===== src/rtl/roq_pkg.sv =====
`default_nettype none

package roq_pkg;

    localparam int CMD_W    = 3;
    localparam int KEY_W    = 32;
    localparam int STATUS_W = 2;
    localparam int LEN_W    = 5;

    localparam logic [CMD_W-1:0] CMD_PUSH   = 3'd0;
    localparam logic [CMD_W-1:0] CMD_POP    = 3'd1;
    localparam logic [CMD_W-1:0] CMD_ROTATE = 3'd2;
    localparam logic [CMD_W-1:0] CMD_REMOVE = 3'd3;
    localparam logic [CMD_W-1:0] CMD_TOUCH  = 3'd4;

    localparam logic [STATUS_W-1:0] STAT_OK      = 2'd0;
    localparam logic [STATUS_W-1:0] STAT_EMPTY   = 2'd1;
    localparam logic [STATUS_W-1:0] STAT_FULL    = 2'd2;
    localparam logic [STATUS_W-1:0] STAT_MISSING = 2'd3;

    typedef enum logic [2:0] {
        S_IDLE,
        S_EXEC,
        S_HEAD,
        S_SCAN,
        S_SHIFT,
        S_FINISH,
        S_RESP
    } seq_state_t;

    typedef struct packed {
        logic rd_en;
        logic wr_en;
        logic head_adv;
    } ring_ctl_t;

endpackage

`default_nettype wire


===== src/rtl/roq_ring.sv =====
`default_nettype none

module roq_ring #(
    parameter int DEPTH    = 16,
    parameter int KEY_BITS = 32,
    parameter int ADDR_W   = $clog2(DEPTH)
) (
    input  wire logic                 clk,
    input  wire logic                 rst_n,
    input  wire roq_pkg::ring_ctl_t   ctl,
    input  wire logic [ADDR_W-1:0]    rd_idx,
    input  wire logic [ADDR_W-1:0]    wr_idx,
    input  wire logic [KEY_BITS-1:0]  wr_data,
    output logic      [KEY_BITS-1:0]  rd_data
);
    import roq_pkg::*;

    localparam logic [ADDR_W:0] DEPTH_V = (ADDR_W+1)'(DEPTH);

    logic [KEY_BITS-1:0] key_mem [DEPTH];
    logic [KEY_BITS-1:0] rd_data_reg;
    logic [ADDR_W-1:0]   head_reg;
    logic [ADDR_W-1:0]   head_next;
    logic [ADDR_W:0]     rd_sum;
    logic [ADDR_W:0]     wr_sum;
    logic [ADDR_W:0]     head_sum;
    logic [ADDR_W-1:0]   rd_addr;
    logic [ADDR_W-1:0]   wr_addr;

    always_comb
    begin
        rd_sum   = {1'b0, head_reg} + {1'b0, rd_idx};
        wr_sum   = {1'b0, head_reg} + {1'b0, wr_idx};
        head_sum = {1'b0, head_reg} + (ADDR_W+1)'(1);
        rd_addr  = (rd_sum >= DEPTH_V) ? ADDR_W'(rd_sum - DEPTH_V) : rd_sum[ADDR_W-1:0];
        wr_addr  = (wr_sum >= DEPTH_V) ? ADDR_W'(wr_sum - DEPTH_V) : wr_sum[ADDR_W-1:0];
        head_next = head_reg;
        if (ctl.head_adv)
        begin
            head_next = (head_sum >= DEPTH_V) ? '0 : head_sum[ADDR_W-1:0];
        end
    end

    always_ff @(posedge clk or negedge rst_n)
    begin
        if (!rst_n)
        begin
            head_reg <= '0;
        end
        else
        begin
            head_reg <= head_next;
        end
    end

    always_ff @(posedge clk)
    begin
        if (ctl.wr_en)
        begin
            key_mem[wr_addr] <= wr_data;
        end
        if (ctl.rd_en)
        begin
            rd_data_reg <= key_mem[rd_addr];
        end
    end

    assign rd_data = rd_data_reg;

endmodule

`default_nettype wire


===== src/rtl/replacement_order_queue.sv =====
// Channel   Signals                               Direction
// --------  ------------------------------------  ---------
// request   req_valid, req_ready, command, key     in
// response  rsp_valid, rsp_ready, key_out,        out
//           status, length
//
// One transaction at a time; req_ready is high only while the sequencer is idle.
// Push, unused commands and pop or rotate on an empty list go straight to the response;
// other pops and rotates read the head; remove and touch do one compare per entry to find
// the key, then one copy per entry behind it, through the one-read, one-write ring memory.
// Reset clears the length, head pointer and sequencer; stored keys are not cleared.
// A waiting response does not block the next request; its result waits to load.
`default_nettype none

module replacement_order_queue #(
    parameter int DEPTH    = 16,
    parameter int KEY_BITS = 32
) (
    input  wire logic                              clk,
    input  wire logic                              rst_n,
    input  wire logic                              req_valid,
    output logic                                   req_ready,
    input  wire logic [roq_pkg::CMD_W-1:0]         command,
    input  wire logic [roq_pkg::KEY_W-1:0]         key,
    output logic                                   rsp_valid,
    input  wire logic                              rsp_ready,
    output logic      [roq_pkg::KEY_W-1:0]         key_out,
    output logic      [roq_pkg::STATUS_W-1:0]      status,
    output logic      [roq_pkg::LEN_W-1:0]         length
);
    import roq_pkg::*;

    localparam int ADDR_W = $clog2(DEPTH);
    localparam int CNT_W  = $clog2(DEPTH + 1);

    seq_state_t state_reg, state_next;

    logic [CMD_W-1:0]    cmd_reg, cmd_next;
    logic [KEY_BITS-1:0] key_reg, key_next;
    logic [ADDR_W-1:0]   idx_reg, idx_next;
    logic [CNT_W-1:0]    count_reg, count_next;
    logic [STATUS_W-1:0] status_reg, status_next;
    logic [KEY_W-1:0]    kout_reg, kout_next;

    logic                rsp_valid_reg, rsp_valid_next;
    logic [KEY_W-1:0]    rsp_key_reg;
    logic [STATUS_W-1:0] rsp_status_reg;
    logic [LEN_W-1:0]    rsp_len_reg;

    ring_ctl_t           ring_ctl;
    logic [ADDR_W-1:0]   rd_idx;
    logic [ADDR_W-1:0]   wr_idx;
    logic [KEY_BITS-1:0] wr_data;
    logic [KEY_BITS-1:0] rd_data;

    logic [KEY_BITS+KEY_W-1:0] key_wide;
    logic [KEY_W+KEY_BITS-1:0] rd_wide;
    logic [LEN_W+CNT_W-1:0]    len_wide;
    logic [KEY_BITS-1:0]       key_in;
    logic [KEY_W-1:0]          rd_key_out;
    logic [LEN_W-1:0]          len_out;

    logic                count_full;
    logic                count_zero;
    logic [CNT_W-1:0]    idx_ext;
    logic [CNT_W:0]      idx_p1;
    logic [CNT_W:0]      idx_p2;
    logic                more1;
    logic                more2;
    logic [ADDR_W-1:0]   tail_idx;
    logic [ADDR_W-1:0]   last_idx;
    logic [CNT_W-1:0]    count_dec;
    logic                hit;
    logic                rsp_load;
    logic                req_accept;

    roq_ring #(
        .DEPTH    (DEPTH),
        .KEY_BITS (KEY_BITS),
        .ADDR_W   (ADDR_W)
    ) u_ring (
        .clk     (clk),
        .rst_n   (rst_n),
        .ctl     (ring_ctl),
        .rd_idx  (rd_idx),
        .wr_idx  (wr_idx),
        .wr_data (wr_data),
        .rd_data (rd_data)
    );

    assign key_wide   = {{KEY_BITS{1'b0}}, key};
    assign key_in     = key_wide[KEY_BITS-1:0];
    assign rd_wide    = {{KEY_W{1'b0}}, rd_data};
    assign rd_key_out = rd_wide[KEY_W-1:0];
    assign len_wide   = {{LEN_W{1'b0}}, count_reg};
    assign len_out    = len_wide[LEN_W-1:0];

    assign count_full = (count_reg == CNT_W'(DEPTH));
    assign count_zero = (count_reg == '0);
    assign idx_ext    = CNT_W'(idx_reg);
    assign idx_p1     = {1'b0, idx_ext} + (CNT_W+1)'(1);
    assign idx_p2     = {1'b0, idx_ext} + (CNT_W+1)'(2);
    assign more1      = (idx_p1 < {1'b0, count_reg});
    assign more2      = (idx_p2 < {1'b0, count_reg});
    assign count_dec  = count_reg - CNT_W'(1);
    assign tail_idx   = count_full ? '0 : count_reg[ADDR_W-1:0];
    assign last_idx   = count_dec[ADDR_W-1:0];
    assign hit        = (rd_data == key_reg);

    assign req_ready  = (state_reg == S_IDLE);
    assign req_accept = req_valid && req_ready;
    assign rsp_load   = (state_reg == S_RESP) && (!rsp_valid_reg || rsp_ready);

    always_comb
    begin
        state_next = state_reg;
        case (state_reg)
            S_IDLE:
            begin
                if (req_valid)
                begin
                    state_next = S_EXEC;
                end
            end
            S_EXEC:
            begin
                case (cmd_reg)
                    CMD_POP, CMD_ROTATE:
                    begin
                        state_next = count_zero ? S_RESP : S_HEAD;
                    end
                    CMD_REMOVE, CMD_TOUCH:
                    begin
                        state_next = count_zero ? S_RESP : S_SCAN;
                    end
                    default:
                    begin
                        state_next = S_RESP;
                    end
                endcase
            end
            S_HEAD:
            begin
                state_next = S_RESP;
            end
            S_SCAN:
            begin
                if (hit)
                begin
                    state_next = more1 ? S_SHIFT : S_FINISH;
                end
                else if (!more1)
                begin
                    state_next = S_RESP;
                end
            end
            S_SHIFT:
            begin
                if (!more2)
                begin
                    state_next = S_FINISH;
                end
            end
            S_FINISH:
            begin
                state_next = S_RESP;
            end
            S_RESP:
            begin
                if (rsp_load)
                begin
                    state_next = S_IDLE;
                end
            end
            default:
            begin
                state_next = S_IDLE;
            end
        endcase
    end

    always_comb
    begin
        cmd_next    = cmd_reg;
        key_next    = key_reg;
        idx_next    = idx_reg;
        count_next  = count_reg;
        status_next = status_reg;
        kout_next   = kout_reg;
        ring_ctl    = '0;
        rd_idx      = '0;
        wr_idx      = '0;
        wr_data     = key_reg;
        case (state_reg)
            S_IDLE:
            begin
                if (req_accept)
                begin
                    cmd_next    = command;
                    key_next    = key_in;
                    status_next = STAT_OK;
                    kout_next   = '0;
                end
            end
            S_EXEC:
            begin
                case (cmd_reg)
                    CMD_PUSH:
                    begin
                        if (count_full)
                        begin
                            status_next = STAT_FULL;
                        end
                        else
                        begin
                            ring_ctl.wr_en = 1'b1;
                            wr_idx         = tail_idx;
                            count_next     = count_reg + CNT_W'(1);
                        end
                    end
                    CMD_POP, CMD_ROTATE:
                    begin
                        if (count_zero)
                        begin
                            status_next = STAT_EMPTY;
                        end
                        else
                        begin
                            ring_ctl.rd_en = 1'b1;
                        end
                    end
                    CMD_REMOVE, CMD_TOUCH:
                    begin
                        if (count_zero)
                        begin
                            status_next = STAT_MISSING;
                        end
                        else
                        begin
                            ring_ctl.rd_en = 1'b1;
                            idx_next       = '0;
                        end
                    end
                    default:
                    begin
                    end
                endcase
            end
            S_HEAD:
            begin
                kout_next         = rd_key_out;
                ring_ctl.head_adv = 1'b1;
                if (cmd_reg == CMD_ROTATE)
                begin
                    ring_ctl.wr_en = 1'b1;
                    wr_idx         = tail_idx;
                    wr_data        = rd_data;
                end
                else
                begin
                    count_next = count_dec;
                end
            end
            S_SCAN:
            begin
                if (more1)
                begin
                    ring_ctl.rd_en = 1'b1;
                    rd_idx         = idx_p1[ADDR_W-1:0];
                end
                if (!hit)
                begin
                    if (more1)
                    begin
                        idx_next = idx_p1[ADDR_W-1:0];
                    end
                    else
                    begin
                        status_next = STAT_MISSING;
                    end
                end
            end
            S_SHIFT:
            begin
                ring_ctl.wr_en = 1'b1;
                wr_idx         = idx_reg;
                wr_data        = rd_data;
                idx_next       = idx_p1[ADDR_W-1:0];
                if (more2)
                begin
                    ring_ctl.rd_en = 1'b1;
                    rd_idx         = idx_p2[ADDR_W-1:0];
                end
            end
            S_FINISH:
            begin
                if (cmd_reg == CMD_TOUCH)
                begin
                    ring_ctl.wr_en = 1'b1;
                    wr_idx         = last_idx;
                end
                else
                begin
                    count_next = count_dec;
                end
            end
            default:
            begin
            end
        endcase
    end

    assign rsp_valid_next = rsp_load || (rsp_valid_reg && !rsp_ready);

    always_ff @(posedge clk or negedge rst_n)
    begin
        if (!rst_n)
        begin
            state_reg     <= S_IDLE;
            count_reg     <= '0;
            rsp_valid_reg <= 1'b0;
        end
        else
        begin
            state_reg     <= state_next;
            count_reg     <= count_next;
            rsp_valid_reg <= rsp_valid_next;
        end
    end

    always_ff @(posedge clk)
    begin
        cmd_reg    <= cmd_next;
        key_reg    <= key_next;
        idx_reg    <= idx_next;
        status_reg <= status_next;
        kout_reg   <= kout_next;
        if (rsp_load)
        begin
            rsp_key_reg    <= kout_reg;
            rsp_status_reg <= status_reg;
            rsp_len_reg    <= len_out;
        end
    end

    assign rsp_valid = rsp_valid_reg;
    assign key_out   = rsp_key_reg;
    assign status    = rsp_status_reg;
    assign length    = rsp_len_reg;

    a_count_bound: assert property (@(posedge clk) disable iff (!rst_n)
        count_reg <= CNT_W'(DEPTH))
        else $error("list length above depth");

    a_rsp_from_resp: assert property (@(posedge clk) disable iff (!rst_n)
        $rose(rsp_valid_reg) |-> $past(state_reg == S_RESP))
        else $error("response raised outside the response state");

    a_empty_len: assert property (@(posedge clk) disable iff (!rst_n)
        rsp_valid && status == STAT_EMPTY |-> length == '0)
        else $error("empty status with nonzero length");

    a_key_out_zero: assert property (@(posedge clk) disable iff (!rst_n)
        rsp_valid && status != STAT_OK |-> key_out == '0)
        else $error("key returned on a failed transaction");

endmodule

`default_nettype wire


===== config.mk =====
export PLATFORM = sky130hd
export DESIGN_NAME = replacement_order_queue
export DESIGN_NICKNAME = d
export VERILOG_FILES = /design/src/rtl/roq_pkg.sv /design/src/rtl/roq_ring.sv /design/src/rtl/replacement_order_queue.sv
export SDC_FILE = /design/constraint.sdc
export NUM_CORES = 1
export LEC_CHECK = 0
export BUFFER_PORTS_ARGS = -buffer_cell sky130_fd_sc_hd__clkbuf_2
export CAP_MARGIN = 5
export CORE_ASPECT_RATIO = 0.5
export CORE_MARGIN = 10
export CORE_UTILIZATION = 40
export CTS_BUF_LIST = sky130_fd_sc_hd__clkbuf_8
export CTS_CLUSTER_DIAMETER = 50
export DETAILED_ROUTE_END_ITERATION = 8
export GPL_ROUTABILITY_DRIVEN = 1
export PLACE_DENSITY = 0.56
export REMOVE_ABC_BUFFERS = 1
export SETUP_SLACK_MARGIN = 0.05
export SKIP_CTS_REPAIR_TIMING = 1
export SYNTH_ARGS = -nofsm -noshare
export SYNTH_HDL_FRONTEND = slang
export SYNTH_SLANG_ARGS = --single-unit
export TNS_END_PERCENT = 20

===== constraint.sdc =====
create_clock -name clk -period 7.91 [get_ports clk]
set_input_delay 1.582 -clock clk [delete_from_list [all_inputs] [get_ports clk]]
set_output_delay 1.582 -clock clk [all_outputs]
set_load 0.01 [all_outputs]

==> impl_metrics.json, run 1 <==
{
  "drt_iter0_drc": 1015,
  "drive_gt1_share_pct": 28.68,
  "antennaDiodeCount": 0,
  "fmax_mhz": 187.3,
  "final_common_cell": "edfxtp_1",
  "yosysUniqueCellTypes": 60,
  "period_share_pct": 67.51,
  "syn-cell-area_sq_mm": 0.02649,
  "outcome": "completed",
  "start_util_pct": 40.60,
  "yosys_warnings": 0,
  "cpMostUsedCell": "mux2i_1",
  "powerDensity_mw_per_mm2": 448.3,
  "vias": 12560,
  "regArea_sq_mm": 0.02002,
  "pre_cts_slack_ps": 2628,
  "maxSlewHeadroom_pct": 28.01,
  "skew_ps": 33.30,
  "vias_per_cell": 5.291,
  "wirelength_um": 60810,
  "r2r-end": "u_ring.rd_data[18]",
  "largest_register_ffs": 512,
  "rr_startpoint": "idx_reg[1]",
  "clockBufferDepth": 3,
  "synth_ff_type": "edfxtp_1",
  "arrival_ps": 5740,
  "start_kind": "flip-flop",
  "crit_chain": "ha_1, nand2_1, xor2_1, inv_1, ha_1, nand2_1, o211ai_4, mux2i_1, ha_4, fa_4, buf_12, mux4_2, mux2i_1, mux2i_1",
  "final_cell_mix": "edfxtp_1 (656), mux4_2 (128), mux2i_1 (98)",
  "io_buffers": 79,
  "maxSlewViolCount": 0,
  "total_leakage_power_nw": 10.01,
  "fin_cells": 2373,
  "cts_sinks": 669,
  "grt_remaining_overflow": 0,
  "synth_seq_cells": 669,
  "fin_tns_setup_ps": 0,
  "synthArstFlopShare_pct": 1.943,
  "numCtsBuffers": 96,
  "required_ps": 8310,
  "rsz0062_at_grt": "no",
  "io_pins": 80,
  "avgSynthCellArea_sq_um": 20.95,
  "placed_cell_area_sq_mm": 0.02817,
  "num-fill-cells": 5503,
  "setup_viol_count_final": 0,
  "hp-start": "status_reg[1]",
  "ys_seq_area_share_pct": 75.60,
  "cts_tree": "built",
  "critPathSlowestCell": "fa_4",
  "vdd_drop_max_uv": 353.7,
  "drt.antenna.violating_nets": 0,
  "wire_per_inst_um": 25.63,
  "core_sq_mm": 0.06524,
  "drc": 0,
  "dieArea_sq_mm": 0.07753,
  "critPathTopFamily": "adder cells",
  "grt_pass1_wl_um": 89180,
  "regMostFlops": "u_ring.key_mem",
  "syn_to_final_growth_pct": 13.29,
  "crit_buf_inv": 2,
  "hold_viol": 0,
  "crit_path_max_incr_delay_ps": 1410,
  "hold_path_depth": 0,
  "rows": 66,
  "crit_fanout": 75,
  "path_class": "reg2reg",
  "drt-pass1-iter-count": 5,
  "setup_ws_ps": 2570,
  "clock-root-buffer": "clkbuf_8",
  "clk_pin_slew_ps": 70,
  "design_area_sq_mm": 0.03001,
  "insertion_delay_ps": 690,
  "utilization_pct": 45.99,
  "htree_levels": 3,
  "grt_use_total_pct": 15.55,
  "dp_hpwl_um": 33760,
  "grt_start_max_net_pins": 76,
  "dp_cells": 2200,
  "antenna_found_initial": 0,
  "globalplace.congestion": 0.7869,
  "worst_slew_pin_slew_ps": 1080,
  "p_total_mw": 13.45,
  "holdPathEnd": "status[1]",
  "die_h_um": 202.0,
  "synth_enable_flop_cells": 656,
  "multiInputGateArea_sq_mm": 0.006364,
  "drv_cap": 0,
  "setup.worst_path.end_class": "flip-flop",
  "grt_pass1_vias": 13370,
  "fin_nets": 1475,
  "layout_min_cycle_time_ps": 5340,
  "r2r_cells": 14,
  "die_w_um": 383.9,
  "r2r_slack_ps": 2570,
  "postSynthCellCount": 1264,
  "hold_class": "reg2reg",
  "holdWs_ps": 417.2
}
power breakdown:
part	switching, mW	leakage (nW)	internal [mW]
registers	0.330	6.11	5.09
logic	3.05	2.86	2.31
clock network	1.33	1.03	1.35
cells by family (layout without fill, tap and decap cells):
| family | after synthesis | count (layout) | synth area share, % |
|---|---|---|---|
| mux | 259 | 259 | 15.99 |
| buf+inv | 67 | 292 | 1.120 |
| compound gates | 51 | 51 | 1.375 |
| simple gates | 144 | 144 | 3.038 |
| flops | 669 | 669 | 75.60 |
| xor+xnor | 52 | 52 | 1.776 |
| fa+ha+maj | 22 | 22 | 1.096 |
routing by layer:
layer / vias up / share of wire [%] / GRT usage, %
li1: 5469 / - / -
met1: 6629 / 45 / 21.34
met2: 352 / 47 / 24.84
met3: 106 / 5.7 / 3.298
met4: 0 / 2.2 / 4.545
met5: - / 0 / 0
worst register-to-register path: cells and delay by family, from the launching register on:
family,cells,cell delay (ps)
AO/OA/AOI/OAI,1,270
XOR/XNOR,1,380
multiplexers,4,960
AND/OR/NAND/NOR,2,180
adder cells (fa/ha/maj),4,2190
flip-flops,1,490
buffers and inverters,2,580
cell type report:
type	count	share of cell area [%]
clock buffers	97	4.449
clock inverters	76	1.680
inverters	13	0.1626
multi-input cells	528	21.21
flip-flops and latches	669	66.74
well taps	884	3.686
repair buffers	106	2.077
synthesized netlist by cell type (2+ instances only):
library cell  number  area, sq um
nand3_1            3        15.01
a31oi_1            3        18.77
buf_6              3        33.78
xor2_1            37        324.1
fa_1               2        40.04
or2_2              2        12.51
and3b_1            2        17.52
mux2i_1           98        980.9
and2_1            33        206.5
or3b_2             2        17.52
xnor2_2            2        32.53
nand2_1           25        93.84
mux2_2            33        371.6
inv_1             13        48.80
clkbuf_1          32        120.1
nor2b_1            5        31.28
and3_1             3        18.77
nor4_1            12        75.07
a21o_1             6        45.04
o21a_1             2        15.01
nand4_1            4        25.02
a21oi_1           11        55.05
xnor2_1           13        113.9
dfrtp_1           13        325.3
edfxtp_1         656        19700
nand2b_1           3        18.77
nor3_1             4        20.02
nor2_1            30        112.6
mux4_2           128         2883
o21ai_0           10        50.05
buf_2             17        85.08
ha_1              20        250.2
nor3b_1            3        22.52
nand3b_1           6        45.04
a22oi_1            2        15.01
a221o_1            2        20.02
worst max path at each step:
stage	slack, ps	start	cells after the start	to
after CTS	2610	idx_reg[1]	14	u_ring.rd_data[10]
final	2570	idx_reg[1]	14	u_ring.rd_data[18]
after global placement	2730	idx_reg[0]	14	u_ring.rd_data[10]
after floorplan	40	idx_reg[0]	12	u_ring.rd_data[0]
after detailed placement	2630	idx_reg[1]	14	u_ring.rd_data[10]
after global routing	2340	idx_reg[1]	14	u_ring.rd_data[10]
Power figures use the tool's default switching activity.
==> run 2, diff against run 1 <==
- clock period: 7.91 -> 5 ns (I/O delays scaled with it)
==> run 2 against run 1 <==
- clock-buffer cell count is 3 higher
- sequential power is 57% higher
- sequential share of layout area is 0.56 points lower
- largest power group is now combinational logic
==> impl_metrics.json, run 2 (synthesized netlist as in run 1, its figures left out) <==
{
  "outcome": "completed",
  "die_w_um": 383.9,
  "setup_viol_count_final": 0,
  "io_pins": 80,
  "drv_cap": 0,
  "fmax_mhz": 218.6,
  "grt_use_total_pct": 15.86,
  "dp_hpwl_um": 33510,
  "layout_min_cycle_time_ps": 4574,
  "fin_nets": 1492,
  "skew_ps": 41.71,
  "vias": 12860,
  "holdWs_ps": 241.3,
  "grt_pass1_wl_um": 91120,
  "drc": 0,
  "syn_to_final_growth_pct": 14.25,
  "total_leakage_power_nw": 10.14,
  "pre_cts_slack_ps": 400.0,
  "io_buffers": 79,
  "utilization_pct": 46.38,
  "drt.antenna.violating_nets": 0,
  "crit_fanout": 58,
  "cts_sinks": 669,
  "dieArea_sq_mm": 0.07753,
  "clockBufferDepth": 3,
  "arrival_ps": 5000,
  "powerDensity_mw_per_mm2": 705.8,
  "clk_pin_slew_ps": 60,
  "hold_class": "in2async",
  "vdd_drop_max_uv": 1177,
  "antennaDiodeCount": 0,
  "wire_per_inst_um": 25.89,
  "grt_pass1_vias": 13520,
  "cts_tree": "built",
  "maxSlewViolCount": 0,
  "grt_remaining_overflow": 0,
  "drt_iter0_drc": 1208,
  "globalplace.congestion": 0.7571,
  "regMostFlops": "u_ring.key_mem",
  "start_kind": "flip-flop",
  "grt_start_max_net_pins": 74,
  "period_share_pct": 91.48,
  "path_class": "reg2reg",
  "required_ps": 5430,
  "numCtsBuffers": 98,
  "die_h_um": 202.0,
  "largest_register_ffs": 512,
  "setup_ws_ps": 426.1,
  "core_sq_mm": 0.06524,
  "placed_cell_area_sq_mm": 0.02847,
  "htree_levels": 3,
  "final_common_cell": "edfxtp_1",
  "clock-root-buffer": "clkbuf_8",
  "drive_gt1_share_pct": 28.72,
  "p_total_mw": 21.36,
  "fin_cells": 2395,
  "vias_per_cell": 5.371,
  "final_cell_mix": "edfxtp_1 (656), mux4_2 (128), clkbuf_8 (100)",
  "rsz0062_at_grt": "no",
  "worst_slew_pin_slew_ps": 991.7,
  "rows": 66,
  "antenna_found_initial": 1,
  "wirelength_um": 62020,
  "design_area_sq_mm": 0.03026,
  "drt-pass1-iter-count": 5,
  "setup.worst_path.end_class": "flip-flop",
  "dp_cells": 2215,
  "hold_viol": 0,
  "insertion_delay_ps": 710,
  "start_util_pct": 40.60,
  "fin_tns_setup_ps": 0,
  "maxSlewHeadroom_pct": 33.27
}
[run 2: worst paths after layout]
| check | from | end | slack, ps | depth (start not counted) |
|---|---|---|---|---|
| worst min register to register | kout_reg[4] | key_out[4] | 420 | 0 |
| worst max register to register | idx_reg[0] | u_ring.rd_data[8] | 430 | 14 |
| worst max-delay path | idx_reg[0] | u_ring.rd_data[8] | 430 | 14 |
| worst min-delay path | rst_n | count_reg[0] | 240 | 1 |
| max in group asynchronous | rst_n | state_reg[1] | 4470 | 1 |
| min in group clk | kout_reg[4] | key_out[4] | 420 | 0 |
[run 2: routing by layer]
layer | global-route usage [%] | vias up | wire length (um)
met5 | 0 | - | 13
met4 | 4.928 | 2 | 1448
met3 | 3.049 | 111 | 3286
met2 | 25.44 | 372 | 29760
met1 | 21.77 | 6874 | 27510
li1 | - | 5504 | -
[run 2: layout make-up]
| type | count | area, sq um |
|---|---|---|
| well taps | 884 | 1106 |
| multi-input cells | 528 | 6359 |
| inverters | 13 | 48.80 |
| clock buffers | 100 | 1376 |
| repair buffers | 121 | 935.9 |
| flip-flops and latches | 669 | 20020 |
| clock inverters | 80 | 410.4 |
| fillers | 5493 | 34980 |
[run 2: worst max-delay path, stage by stage, from the launching register on]
cell and delay (ps):
edfxtp_1 520, ha_1 280, xnor2_1 270, inv_1 80, ha_1 300, a21o_1 120, a31oi_1 80, o211ai_4 300
mux2i_1 160, ha_4 190, fa_4 980, buf_12 360, mux4_2 350, mux2i_1 170, mux2i_1 100
[run 2: report_power, final]
| part | switching [mW] | internal [mW] | total (mW) |
|---|---|---|---|
| combinational | 4.97 | 3.81 | 8.78 |
| sequential | 0.459 | 8.04 | 8.50 |
| clock | 2.10 | 1.98 | 4.07 |
